$ cat src/hdl/bvm_pkg.sv
// Shared types, constants and the cell band function of the battery voltage monitor.
package bvm_pkg;

  // Field widths
  localparam int unsigned RAW_W      = 12;
  localparam int unsigned TIME_W     = 32;
  localparam int unsigned MV_W       = 16;
  localparam int unsigned CELL_W     = 3;
  localparam int unsigned SCALE_W    = 24;
  localparam int unsigned CUTOFF_W   = 13;
  localparam int unsigned CFG_IDX_W  = 2;
  localparam int unsigned CFG_DATA_W = 24;
  localparam int unsigned SLOTS      = 3;

  // Register reset values
  localparam logic [SCALE_W-1:0]  SCALE_RST  = 24'd586080;
  localparam logic [CUTOFF_W-1:0] CUTOFF_RST = 13'd3500;
  localparam logic                BUZZER_RST = 1'b1;

  // Time windows in ms
  localparam logic [TIME_W-1:0] UPDATE_MS   = 32'd250;
  localparam logic [TIME_W-1:0] SLOT0_MS    = 32'd1000;
  localparam logic [TIME_W-1:0] SLOT1_MS    = 32'd2000;
  localparam logic [TIME_W-1:0] SLOT2_MS    = 32'd3000;
  localparam logic [TIME_W-1:0] CLASSIFY_MS = 32'd1000;

  // Voltage levels in mV
  localparam logic [MV_W-1:0] DEAD_FLOOR_MV = 16'd2000;
  localparam logic [MV_W-1:0] BAND_6S_HI    = 16'd25800;
  localparam logic [MV_W-1:0] BAND_6S_LO    = 16'd21500;
  localparam logic [MV_W-1:0] BAND_5S_LO    = 16'd17500;
  localparam logic [MV_W-1:0] BAND_4S_LO    = 16'd13500;
  localparam logic [MV_W-1:0] BAND_3S_LO    = 16'd8600;
  localparam logic [MV_W-1:0] BAND_2S_LO    = 16'd4500;

  // Register indexes
  typedef enum logic [CFG_IDX_W-1:0] {
    CFG_SCALE  = 2'd0,
    CFG_CUTOFF = 2'd1,
    CFG_BUZZER = 2'd2
  } cfg_idx_e;

  typedef struct packed {
    logic [SCALE_W-1:0]  scale;
    logic [CUTOFF_W-1:0] cutoff;
    logic                buzzer;
  } cfg_t;

  // Scaled item between the multiply stage and the state update
  typedef struct packed {
    logic [MV_W-1:0]   mv;
    logic [TIME_W-1:0] now;
    logic              armed;
  } scaled_t;

  typedef struct packed {
    logic [MV_W-1:0]   mv;
    logic [TIME_W-1:0] ms;
  } slot_t;

  typedef struct packed {
    logic [MV_W-1:0]   voltage;
    logic [MV_W-1:0]   filtered;
    logic [CELL_W-1:0] cells;
    logic [MV_W-1:0]   low_limit;
    logic              dead;
  } res_t;

  // Cell count from voltage bands; a value on an edge or above the top gives 0
  function automatic logic [CELL_W-1:0] classify(input logic [MV_W-1:0] f);
    logic [CELL_W-1:0] c;
    if (f > BAND_6S_LO && f < BAND_6S_HI) c = 3'd6;
    else if (f > BAND_5S_LO && f < BAND_6S_LO) c = 3'd5;
    else if (f > BAND_4S_LO && f < BAND_5S_LO) c = 3'd4;
    else if (f > BAND_3S_LO && f < BAND_4S_LO) c = 3'd3;
    else if (f > BAND_2S_LO && f < BAND_3S_LO) c = 3'd2;
    else if (f < BAND_2S_LO) c = 3'd1;
    else c = 3'd0;
    return c;
  endfunction

endpackage

$ cat src/hdl/bvm_scale.sv
// ADC sample to millivolt scaling with saturation.
module bvm_scale (
  input  logic [bvm_pkg::RAW_W-1:0]   raw_i,
  input  logic [bvm_pkg::SCALE_W-1:0] scale_i,
  output logic [bvm_pkg::MV_W-1:0]    mv_o
);

  localparam int unsigned PROD_W = bvm_pkg::RAW_W + bvm_pkg::SCALE_W;

  logic [PROD_W-1:0] prod;

  // Q16 product, fraction dropped, clamp to 16 bits
  always_comb begin
    prod = PROD_W'(raw_i) * PROD_W'(scale_i);
    if (|prod[PROD_W-1:16+bvm_pkg::MV_W]) mv_o = '1;
    else mv_o = prod[16+bvm_pkg::MV_W-1:16];
  end

endmodule

$ cat src/hdl/bvm_peak.sv
// Three-slot peak hold with aging on 1, 2 and 3 second windows.
module bvm_peak (
  input  logic [bvm_pkg::MV_W-1:0]   mv_i,
  input  logic [bvm_pkg::TIME_W-1:0] now_i,
  input  bvm_pkg::slot_t             slots_i [bvm_pkg::SLOTS],
  output bvm_pkg::slot_t             slots_o [bvm_pkg::SLOTS]
);

  bvm_pkg::slot_t            held [bvm_pkg::SLOTS];
  logic [bvm_pkg::TIME_W-1:0] age2, age1, age0;

  always_comb begin
    // capture a new peak in each slot independently
    for (int k = 0; k < bvm_pkg::SLOTS; k++) begin
      held[k] = slots_i[k];
      if (mv_i > slots_i[k].mv) begin
        held[k].mv = mv_i;
        held[k].ms = now_i;
      end
    end

    // modular age of each slot
    age2 = now_i - held[2].ms;
    age1 = now_i - held[1].ms;
    age0 = now_i - held[0].ms;

    // expired slots take the next younger one; slot 0 restarts on the sample
    slots_o[2] = (age2 > bvm_pkg::SLOT2_MS) ? held[1] : held[2];
    slots_o[1] = (age1 > bvm_pkg::SLOT1_MS) ? held[0] : held[1];
    slots_o[0] = held[0];
    if (age0 > bvm_pkg::SLOT0_MS) begin
      slots_o[0].mv = mv_i;
      slots_o[0].ms = now_i;
    end
  end

endmodule

$ cat src/hdl/bvm_core.sv
// Filter state, cell classification, low limit and the result register.
module bvm_core (
  input  logic             clk_i,
  input  logic             rst_ni,
  input  logic             step_i,
  input  bvm_pkg::scaled_t item_i,
  input  bvm_pkg::cfg_t    cfg_i,
  output bvm_pkg::res_t    res_o
);

  logic [bvm_pkg::MV_W-1:0]   last_v_q, last_v_d;
  logic [bvm_pkg::MV_W-1:0]   filt_q, filt_d;
  logic [bvm_pkg::TIME_W-1:0] upd_q, upd_d;
  logic [bvm_pkg::CELL_W-1:0] cells_q, cells_d;
  logic [bvm_pkg::MV_W-1:0]   lim_q, lim_d;
  bvm_pkg::slot_t             slots_q [bvm_pkg::SLOTS];
  bvm_pkg::slot_t             slots_d [bvm_pkg::SLOTS];
  bvm_pkg::slot_t             peak_slots [bvm_pkg::SLOTS];
  bvm_pkg::res_t              res_q, res_d;
  logic [bvm_pkg::TIME_W-1:0] since_upd;

  bvm_peak u_peak (
    .mv_i    (item_i.mv),
    .now_i   (item_i.now),
    .slots_i (slots_q),
    .slots_o (peak_slots)
  );

  // next state for one item
  always_comb begin
    last_v_d  = item_i.mv;
    filt_d    = filt_q;
    upd_d     = upd_q;
    slots_d   = slots_q;
    cells_d   = cells_q;
    lim_d     = lim_q;
    since_upd = item_i.now - upd_q;

    if (last_v_q == '0) begin
      filt_d = item_i.mv;
    end else if (since_upd > bvm_pkg::UPDATE_MS) begin
      upd_d   = item_i.now;
      slots_d = peak_slots;
      filt_d  = peak_slots[2].mv;
    end

    // one-shot classification; 8191 * 7 fits in 16 bits, no clamp needed
    if (item_i.now > bvm_pkg::CLASSIFY_MS && cells_q == '0) begin
      cells_d = bvm_pkg::classify(filt_d);
      lim_d   = bvm_pkg::MV_W'(cfg_i.cutoff) * bvm_pkg::MV_W'(cells_d);
    end

    res_d.voltage   = item_i.mv;
    res_d.filtered  = filt_d;
    res_d.cells     = cells_d;
    res_d.low_limit = lim_d;
    res_d.dead      = (filt_d < lim_d) && item_i.armed &&
                      (filt_d > bvm_pkg::DEAD_FLOOR_MV) && cfg_i.buzzer;
  end

  // state registers
  always_ff @(posedge clk_i or negedge rst_ni) begin
    if (!rst_ni) begin
      last_v_q <= '0;
      filt_q   <= '0;
      upd_q    <= '0;
      cells_q  <= '0;
      lim_q    <= '0;
      for (int k = 0; k < bvm_pkg::SLOTS; k++) begin
        slots_q[k] <= '0;
      end
    end else if (step_i) begin
      last_v_q <= last_v_d;
      filt_q   <= filt_d;
      upd_q    <= upd_d;
      cells_q  <= cells_d;
      lim_q    <= lim_d;
      slots_q  <= slots_d;
    end
  end

  // result register
  always_ff @(posedge clk_i) begin
    if (step_i) begin
      res_q <= res_d;
    end
  end

  assign res_o = res_q;

  // a known cell count is never lost
  a_cells_kept: assert property (@(posedge clk_i) disable iff (!rst_ni)
    cells_q != '0 |=> cells_q != '0)
    else $error("cell count cleared after classification");

  // the low limit moves only on a classification attempt
  a_lim_change: assert property (@(posedge clk_i) disable iff (!rst_ni)
    !$stable(lim_q) |-> $past(step_i) && $past(cells_q) == '0)
    else $error("low limit changed outside classification");

  // the update stamp moves only on a peak-hold update
  a_upd_change: assert property (@(posedge clk_i) disable iff (!rst_ni)
    !$stable(upd_q) |-> $past(step_i) && $past(last_v_q) != '0)
    else $error("update time changed without a peak-hold update");

endmodule

$ cat src/hdl/battery_voltage_monitor.sv
// Top level of the battery voltage monitor: registers, pipeline and handshakes.
//
// Channel   Direction  Handshake                Payload
// in        sink       in_valid_i / in_stall_o  raw_sample_i, now_ms_i, armed_i
// out       source     out_valid_o / out_stall_i voltage_mv_o, filtered_mv_o, cells_o,
//                                               low_limit_mv_o, dead_battery_o
// cfg       sink       cfg_valid_i / cfg_ready_o cfg_index_i, cfg_data_i
//
// One item per cycle while out is not stalled; each item passes the input
// register, the multiply stage and the state update into the result register.
// The state update is a single pass per item, so back-to-back items see the
// state left by the one before.
// Reset clears valid flags and core state, loads register defaults; no sweep is needed.
// A stall on out fills the empty stages first; in stalls only once all three hold items.
module battery_voltage_monitor (
  input  logic                             clk_i,
  input  logic                             rst_ni,
  input  logic                             in_valid_i,
  output logic                             in_stall_o,
  input  logic [bvm_pkg::RAW_W-1:0]        raw_sample_i,
  input  logic [bvm_pkg::TIME_W-1:0]       now_ms_i,
  input  logic                             armed_i,
  output logic                             out_valid_o,
  input  logic                             out_stall_i,
  output logic [bvm_pkg::MV_W-1:0]         voltage_mv_o,
  output logic [bvm_pkg::MV_W-1:0]         filtered_mv_o,
  output logic [bvm_pkg::CELL_W-1:0]       cells_o,
  output logic [bvm_pkg::MV_W-1:0]         low_limit_mv_o,
  output logic                             dead_battery_o,
  input  logic                             cfg_valid_i,
  output logic                             cfg_ready_o,
  input  logic [bvm_pkg::CFG_IDX_W-1:0]    cfg_index_i,
  input  logic [bvm_pkg::CFG_DATA_W-1:0]   cfg_data_i
);

  bvm_pkg::cfg_t    cfg_q;
  logic             s1_valid_q, s2_valid_q, out_valid_q;
  logic             en1, en2, en3;
  logic [bvm_pkg::RAW_W-1:0]  s1_raw_q;
  logic [bvm_pkg::TIME_W-1:0] s1_now_q;
  logic             s1_armed_q;
  logic [bvm_pkg::MV_W-1:0]   scaled_mv;
  bvm_pkg::scaled_t s2_q, s2_d;
  bvm_pkg::res_t    res;

  // configuration registers, always ready
  assign cfg_ready_o = 1'b1;

  always_ff @(posedge clk_i or negedge rst_ni) begin
    if (!rst_ni) begin
      cfg_q.scale  <= bvm_pkg::SCALE_RST;
      cfg_q.cutoff <= bvm_pkg::CUTOFF_RST;
      cfg_q.buzzer <= bvm_pkg::BUZZER_RST;
    end else if (cfg_valid_i && cfg_ready_o) begin
      case (bvm_pkg::cfg_idx_e'(cfg_index_i))
        bvm_pkg::CFG_SCALE:  cfg_q.scale  <= cfg_data_i[bvm_pkg::SCALE_W-1:0];
        bvm_pkg::CFG_CUTOFF: cfg_q.cutoff <= cfg_data_i[bvm_pkg::CUTOFF_W-1:0];
        bvm_pkg::CFG_BUZZER: cfg_q.buzzer <= cfg_data_i[0];
        default: ;
      endcase
    end
  end

  // stage enables: a stage moves when it is empty or the next one moves
  assign en3        = !out_valid_q || !out_stall_i;
  assign en2        = !s2_valid_q || en3;
  assign en1        = !s1_valid_q || en2;
  assign in_stall_o = !en1;

  always_ff @(posedge clk_i or negedge rst_ni) begin
    if (!rst_ni) begin
      s1_valid_q  <= 1'b0;
      s2_valid_q  <= 1'b0;
      out_valid_q <= 1'b0;
    end else begin
      if (en1) s1_valid_q  <= in_valid_i;
      if (en2) s2_valid_q  <= s1_valid_q;
      if (en3) out_valid_q <= s2_valid_q;
    end
  end

  // input register
  always_ff @(posedge clk_i) begin
    if (en1 && in_valid_i) begin
      s1_raw_q   <= raw_sample_i;
      s1_now_q   <= now_ms_i;
      s1_armed_q <= armed_i;
    end
  end

  bvm_scale u_scale (
    .raw_i   (s1_raw_q),
    .scale_i (cfg_q.scale),
    .mv_o    (scaled_mv)
  );

  // scaled item register
  always_comb begin
    s2_d.mv    = scaled_mv;
    s2_d.now   = s1_now_q;
    s2_d.armed = s1_armed_q;
  end

  always_ff @(posedge clk_i) begin
    if (en2 && s1_valid_q) begin
      s2_q <= s2_d;
    end
  end

  bvm_core u_core (
    .clk_i  (clk_i),
    .rst_ni (rst_ni),
    .step_i (en3 && s2_valid_q),
    .item_i (s2_q),
    .cfg_i  (cfg_q),
    .res_o  (res)
  );

  assign out_valid_o    = out_valid_q;
  assign voltage_mv_o   = res.voltage;
  assign filtered_mv_o  = res.filtered;
  assign cells_o        = res.cells;
  assign low_limit_mv_o = res.low_limit;
  assign dead_battery_o = res.dead;

  // input is held off only when the whole pipeline is full and blocked
  a_stall_full: assert property (@(posedge clk_i) disable iff (!rst_ni)
    in_stall_o |-> out_valid_o && out_stall_i && s1_valid_q && s2_valid_q)
    else $error("input stalled while the pipeline had room");

endmodule
$ cat config.mk
export PLATFORM = sky130hd
export DESIGN_NAME = battery_voltage_monitor
export DESIGN_NICKNAME = d
export VERILOG_FILES = /design/src/hdl/bvm_pkg.sv /design/src/hdl/bvm_scale.sv /design/src/hdl/bvm_peak.sv /design/src/hdl/bvm_core.sv /design/src/hdl/battery_voltage_monitor.sv
export SDC_FILE = /design/constraint.sdc
export NUM_CORES = 2
export LEC_CHECK = 0
export ABC_AREA = 1
export BUFFER_PORTS_ARGS = -buffer_cell sky130_fd_sc_hd__buf_2
export CAP_MARGIN = 5
export CORE_AREA = 5 5 259 261
export DETAILED_ROUTE_END_ITERATION = 10
export DIE_AREA = 0 0 264 266
export PLACE_DENSITY = 0.82
export SLEW_MARGIN = 20
export SYNTH_ARGS = -nofsm -noshare
export SYNTH_HDL_FRONTEND = slang
export SYNTH_HIERARCHICAL = 1
export SYNTH_SLANG_ARGS = --single-unit
$ cat constraint.sdc
create_clock -name clk_i -period 15.45 [get_ports clk_i]
set_input_delay 3.09 -clock clk_i [delete_from_list [all_inputs] [get_ports clk_i]]
set_output_delay 3.09 -clock clk_i [all_outputs]
set_load 0.02 [all_outputs]
# Yosys cells after proc, flatten, opt, wreduce, memory -nomap -nowiden
# Cells that the tools add are included.
op_classes:
  add_sub_neg: 4
  order_cmp: 21
  reduce_logical: 28
  n_mul: 2
  bitwise_logic: 1
  eq_ne: 2
  n_mux: 17
ops:
  columns: ["operator", "n"]
  rows:
  - ["$mux 48", 6]
  - ["$sub 32x32->32", 4]
  - ["$gt 32x10->1 const B", 2]
  - ["$gt 16x16->1", 3]
  - ["$lt 16x15->1 const B", 3]
  - ["$mux 16", 3]
  - ["$mul 12x24->36", 1]
  - ["$gt 16x14->1 const B", 2]
  - ["$gt 16x15->1 const B", 2]
  - ["$gt 32x11->1 const B", 1]
  - ["$gt 32x12->1 const B", 1]
  - ["$gt 32x8->1 const B", 1]
  - ["$lt 16x14->1 const B", 2]
  - ["$mux 3", 7]
  - ["$gt 16x11->1 const B", 1]
  - ["$gt 16x13->1 const B", 1]
  - ["$logic_not 16->1", 1]
  - ["$lt 16x13->1 const B", 1]
  - ["$lt 16x16->1", 1]
  - ["$mul 13x3->16", 1]
  - ["$logic_and 1x1->1", 12]
  - ["$reduce_and 2->1", 3]
  - ["$logic_not 1->1", 5]
  - ["$reduce_or 4->1", 1]
  - ["other kinds (8)", 10]
word_totals:
  register_bits: 414
  inputBits: 76
  output_inout_bits: 55

# Depth between registers and ports, before layout
depth:
  word_depth: 21
  depth_mapped: 86
  ltp_nobuf: 81

# Modules after synthesis
# Netlist, hierarchy kept.
modules_own_cells:
  columns: ["module", "area_per_inst_um2", "n_inst", "cells_each"]
  rows:
  - ["bvm_core", 15417.3, 1, 1779]
  - ["bvm_peak", 12117.9, 1, 2428]
  - ["bvm_scale", 9489.1, 1, 1312]
  - ["battery_voltage_monitor", 4565.6, 1, 282]

# Worst setup path before layout
# OpenSTA, ideal clock, no wires.
synth_path:
  kind: "reg-to-reg"
  start: "register s2_q[40] (netlist name)"
  end: "register u_core.res_q, in the netlist u_core/res_o[0] (data pin)"
  synth_period_minus_slack_ps: 9009
  required_time_ps: 15309
  path_slack_ps: 6441
  arrival_ps: 8868
  stages_incl_launch_ff: 77
  n_path_buf: 5
  cell_sequence: "edfxtp_1 > ha_1 > a21o_1 > nor2_1 > nand2_1 > nand2_1 > nand2_1 > nand2_2 > buf_6 > inv_1 > clkbuf_1 > or2_2 > o21ai_0 > ha_1 > a21oi_1 > nand2_1 > nand2_1 > inv_1 > [41 not listed] > inv_1 > a21oi_1 > nor2_1 > nor2_1 > nor2_1 > nor2_1 > inv_1 > a21oi_1 > o21bai_1 > xor2_1 > o21ai_0 > inv_1 > ha_1 > nand4_1 > a21oi_1 > a2111oi_0 > o211ai_1 > a21oi_2"
synth_rtl:
  columns: ["item", "line", "rtl"]
  rows:
  - ["start: declaration", "battery_voltage_monitor.sv:43", "bvm_pkg::scaled_t s2_q, s2_d;"]
  - ["start signal: assignment", "battery_voltage_monitor.sv:106", "s2_q <= s2_d;"]
  - ["end signal: assignment", "bvm_core.sv:85", "res_q <= res_d;"]
  - ["end: declaration", "bvm_core.sv:19", "bvm_pkg::res_t res_q, res_d;"]

==> results.sh <==
export IMPL_tns_ns=0
export IMPL_cp_startpoint="s2_q[36]"
export IMPL_synth_cell_area_sq_um=41600
export IMPL_relSlewSlack=0.222
export IMPL_postRouteAntennaNets=0
export IMPL_r2r_end="u_core/res_o[0]"
export IMPL_dr_total_vias=39100
export IMPL_worstSetupPathType="reg -> reg"
export IMPL_routed_wl_um=122000
export IMPL_cts_path_max_buffers=3
export IMPL_dp_hpwl_um=92300
export IMPL_gr_usage_met3=0.0637
export IMPL_cp_slowest_cell="nand3_2"
export IMPL_core_sq_um=64200
export IMPL_min_delay_path_class="reg -> reg"
export IMPL_synth_yosys_seq_area_share=0.267
export IMPL_rsz0062_at_grt="false"
export IMPL_globalRouteMet1Util=0.483
export IMPL_drv_slew=0
export IMPL_worst_r2r_setup_slack_ns=2.99
export IMPL_grt_max_degree=94
export IMPL_syn_inst=5801
export IMPL_outcome="finished, final reports clean"
export IMPL_rows=93
export IMPL_fin_crit_sh=0.807
export IMPL_ctsResizeCount=0
export IMPL_rr_worst_depth=69
export IMPL_hold_viol=0
export IMPL_cts_root_buf="clkbuf_16"
export IMPL_max_clock_freq_mhz=80.2
export IMPL_clock_sinks=414
export IMPL_async_flop_share=0.647
export IMPL_drc=0
export IMPL_cp_required_ns=15.93
export IMPL_synth_area_leaders="nand2_1 16%, dfrtp_1 15%, fa_1 11%"
export IMPL_clk_pin_slew_ns=0.06
export IMPL_ios=131
export IMPL_syn_nets=6363
export IMPL_syn_area_per_cell_sq_um=7.17
export IMPL_cts_hold_buffers=0
export IMPL_finalClockSkew_ns=0.0351
export IMPL_fill_cells=5476
export IMPL_die_height_um=266
export IMPL_reg2reg_from="s2_q[36]"
export IMPL_cp_arrival_ns=12.94
export IMPL_crit_path_end="u_core/res_o[0]"
export IMPL_antenna_found_initial=2
export IMPL_track_usage=0.339
export IMPL_drv_cap=0
export IMPL_h_tree_depth=2
export IMPL_cp_max_fo=93
export IMPL_cts_tree="built"
export IMPL_crit_top_cell="nand2_1"
export IMPL_post_cts_setup_buffer_count=0
export IMPL_hold_depth=0
export IMPL_start_util=0.647
export IMPL_crit_path_start_kind="flop"
export IMPL_netlist_cell_type_count=60
export IMPL_grtUsageMet2=0.526
export IMPL_first_iter_violations=4318
export IMPL_areaGrowthSynthToFinish_pct=6.63
export IMPL_yosys_register_bits=414
export IMPL_period_minus_slack_ns=12.46
export IMPL_min_from="s1_now_q[25]"
export IMPL_setup_viol=0
export IMPL_synthFlopType="dfrtp_1"
export IMPL_crit_path_max_incr_delay_ns=1.00
export IMPL_critPathCaptureType="flop"
export IMPL_yosysWarnings=6
export IMPL_wire_per_inst_um=18.2
export IMPL_grt_overflow_total=0
export IMPL_yosysTopAreaCellShare=0.158
export IMPL_grt_pass1_wl_um=195000
export IMPL_cts_inserted_buffers=48
export IMPL_viasPerCell=5.81
export IMPL_tightest_slew_ns=1.17
export IMPL_place_congestion=1.02
export IMPL_drive_gt1_frac=0.112
export IMPL_die_width_um=264
export IMPL_synth_largest_area_cell="nand2_1"
export IMPL_insertion_delay_ns=0.62
export IMPL_drt_pre_antenna_iters=7
export IMPL_grt_pass1_vias=37100
export IMPL_final_nets=6392
export IMPL_die_area_sq_um=70200
export IMPL_grt_busiest_layer="met2"
export IMPL_synth_edff_count=146
export IMPL_numPortBuffers=129
==> registers in the layout, indices dropped and copies added (netlist names) <==
name,cells
cfg_q,38
s1_armed_q,1
u_core/slots_q,144
s1_raw_q,12
out_valid_o,1
s2_q,49
s2_valid_q,1
u_core/filt_q,16
u_core/upd_q,32
u_core/cells_q,3
s1_valid_q,1
u_core/res_o,52
u_core/lim_q,16
u_core/last_v_q,16
s1_now_q,32
==> layer usage <==
| layer | vias up | share of wire |
|---|---|---|
| li1 | 18400 | - |
| met1 | 18300 | 0.42 |
| met2 | 2105 | 0.44 |
| met3 | 305 | 0.10 |
| met4 | 2 | 0.039 |
| met5 | - | 0.00011 |
==> through the flow <==
step           setup slack (ns)  cells  hold WS [ns]   util  instance area (sq um)
5_1_grt                    1.98   6725         0.424  0.690                  44300
3_3_place_gp               3.83   6635         0.401  0.665                  42700
3_5_place_dp               3.39   6635         0.405  0.665                  42700
6_report                   2.99   6726         0.414  0.690                  44300
2_1_floorplan              6.44   5801         0.400      -                  41600
4_1_cts                    3.38   6725         0.413  0.690                  44300
==> worst min-delay path by stage <==
stage	slack, ns	endpoint
2_1_floorplan	0.40	s2_q[0]
3_3_place_gp	0.40	s2_q[11]
3_5_place_dp	0.40	s2_q[26]
4_1_cts	0.41	s2_q[26]
5_1_grt	0.42	s2_q[26]
6_report	0.41	s2_q[26]
==> layout by cell type (no fill, tap or decap), types with 48 or more instances in the layout <==
cell type	instances
nand4_1	107
inv_1	1014
fa_1	235
nand2_2	53
nand3_2	49
o21ai_0	364
dfrtp_1	252
a21oi_1	212
nor2_1	305
nand3_1	350
buf_4	48
mux2_2	130
or2_2	64
edfxtp_1	146
buf_2	128
clkbuf_16	51
ha_1	251
nand2_1	1748
==> cell families (layout without fill, tap and decap cells) <==
group / count (synthesis) / count (layout) / share of synthesized area
flops: 414 / 414 / 0.267
compound gates: 682 / 682 / 0.0875
other cells: 1 / 2 / 0.0000902
buf+inv: 1253 / 1322 / 0.120
fa+ha+maj: 486 / 486 / 0.189
xor+xnor: 37 / 37 / 0.00779
mux: 130 / 130 / 0.0352
simple gates: 2798 / 2798 / 0.293
==> layout make-up <==
class,instances,area (sq um),area share
clock inverters,23,259,0.00584
flip-flops and latches,414,11100,0.251
inverters,1055,3960,0.0893
multi-input cells,4134,25500,0.576
diodes,1,2.50,0.0000564
repair buffers,177,1020,0.0229
clock buffers,67,1400,0.0315
well taps,855,1070,0.0241
==> Yosys cell counts, types with 22 or more instances <==
| master | number |
|---|---|
| nand2_1 | 1748 |
| inv_1 | 1015 |
| o21ai_0 | 364 |
| nand3_1 | 352 |
| nor2_1 | 306 |
| dfrtp_1 | 252 |
| ha_1 | 251 |
| fa_1 | 235 |
| a21oi_1 | 213 |
| edfxtp_1 | 146 |
| mux2_2 | 130 |
| clkbuf_1 | 122 |
| nand4_1 | 107 |
| or2_2 | 64 |
| nand2_2 | 53 |
| nand3_2 | 48 |
| nor3_1 | 46 |
| inv_2 | 36 |
| buf_2 | 27 |
| o21ai_1 | 26 |
| buf_6 | 24 |
| nand3b_1 | 23 |
| nor2_2 | 23 |
| xor2_1 | 22 |
==> critical path: cells and delay by family (launching register included) <==
kind                       cells  cell delay, ns
and+or+nand+nor               39            5.12
AOI/OAI and AO/OA             15            2.48
adders and majority gates      6            2.13
buffers and inverters          8            1.79
DFF                            1            0.53
xor gates and xnor gates       1            0.09
Power is left out: the tool's default activity adds up to more than one toggle a clock period on the data nets, which glitch-free logic cannot reach.
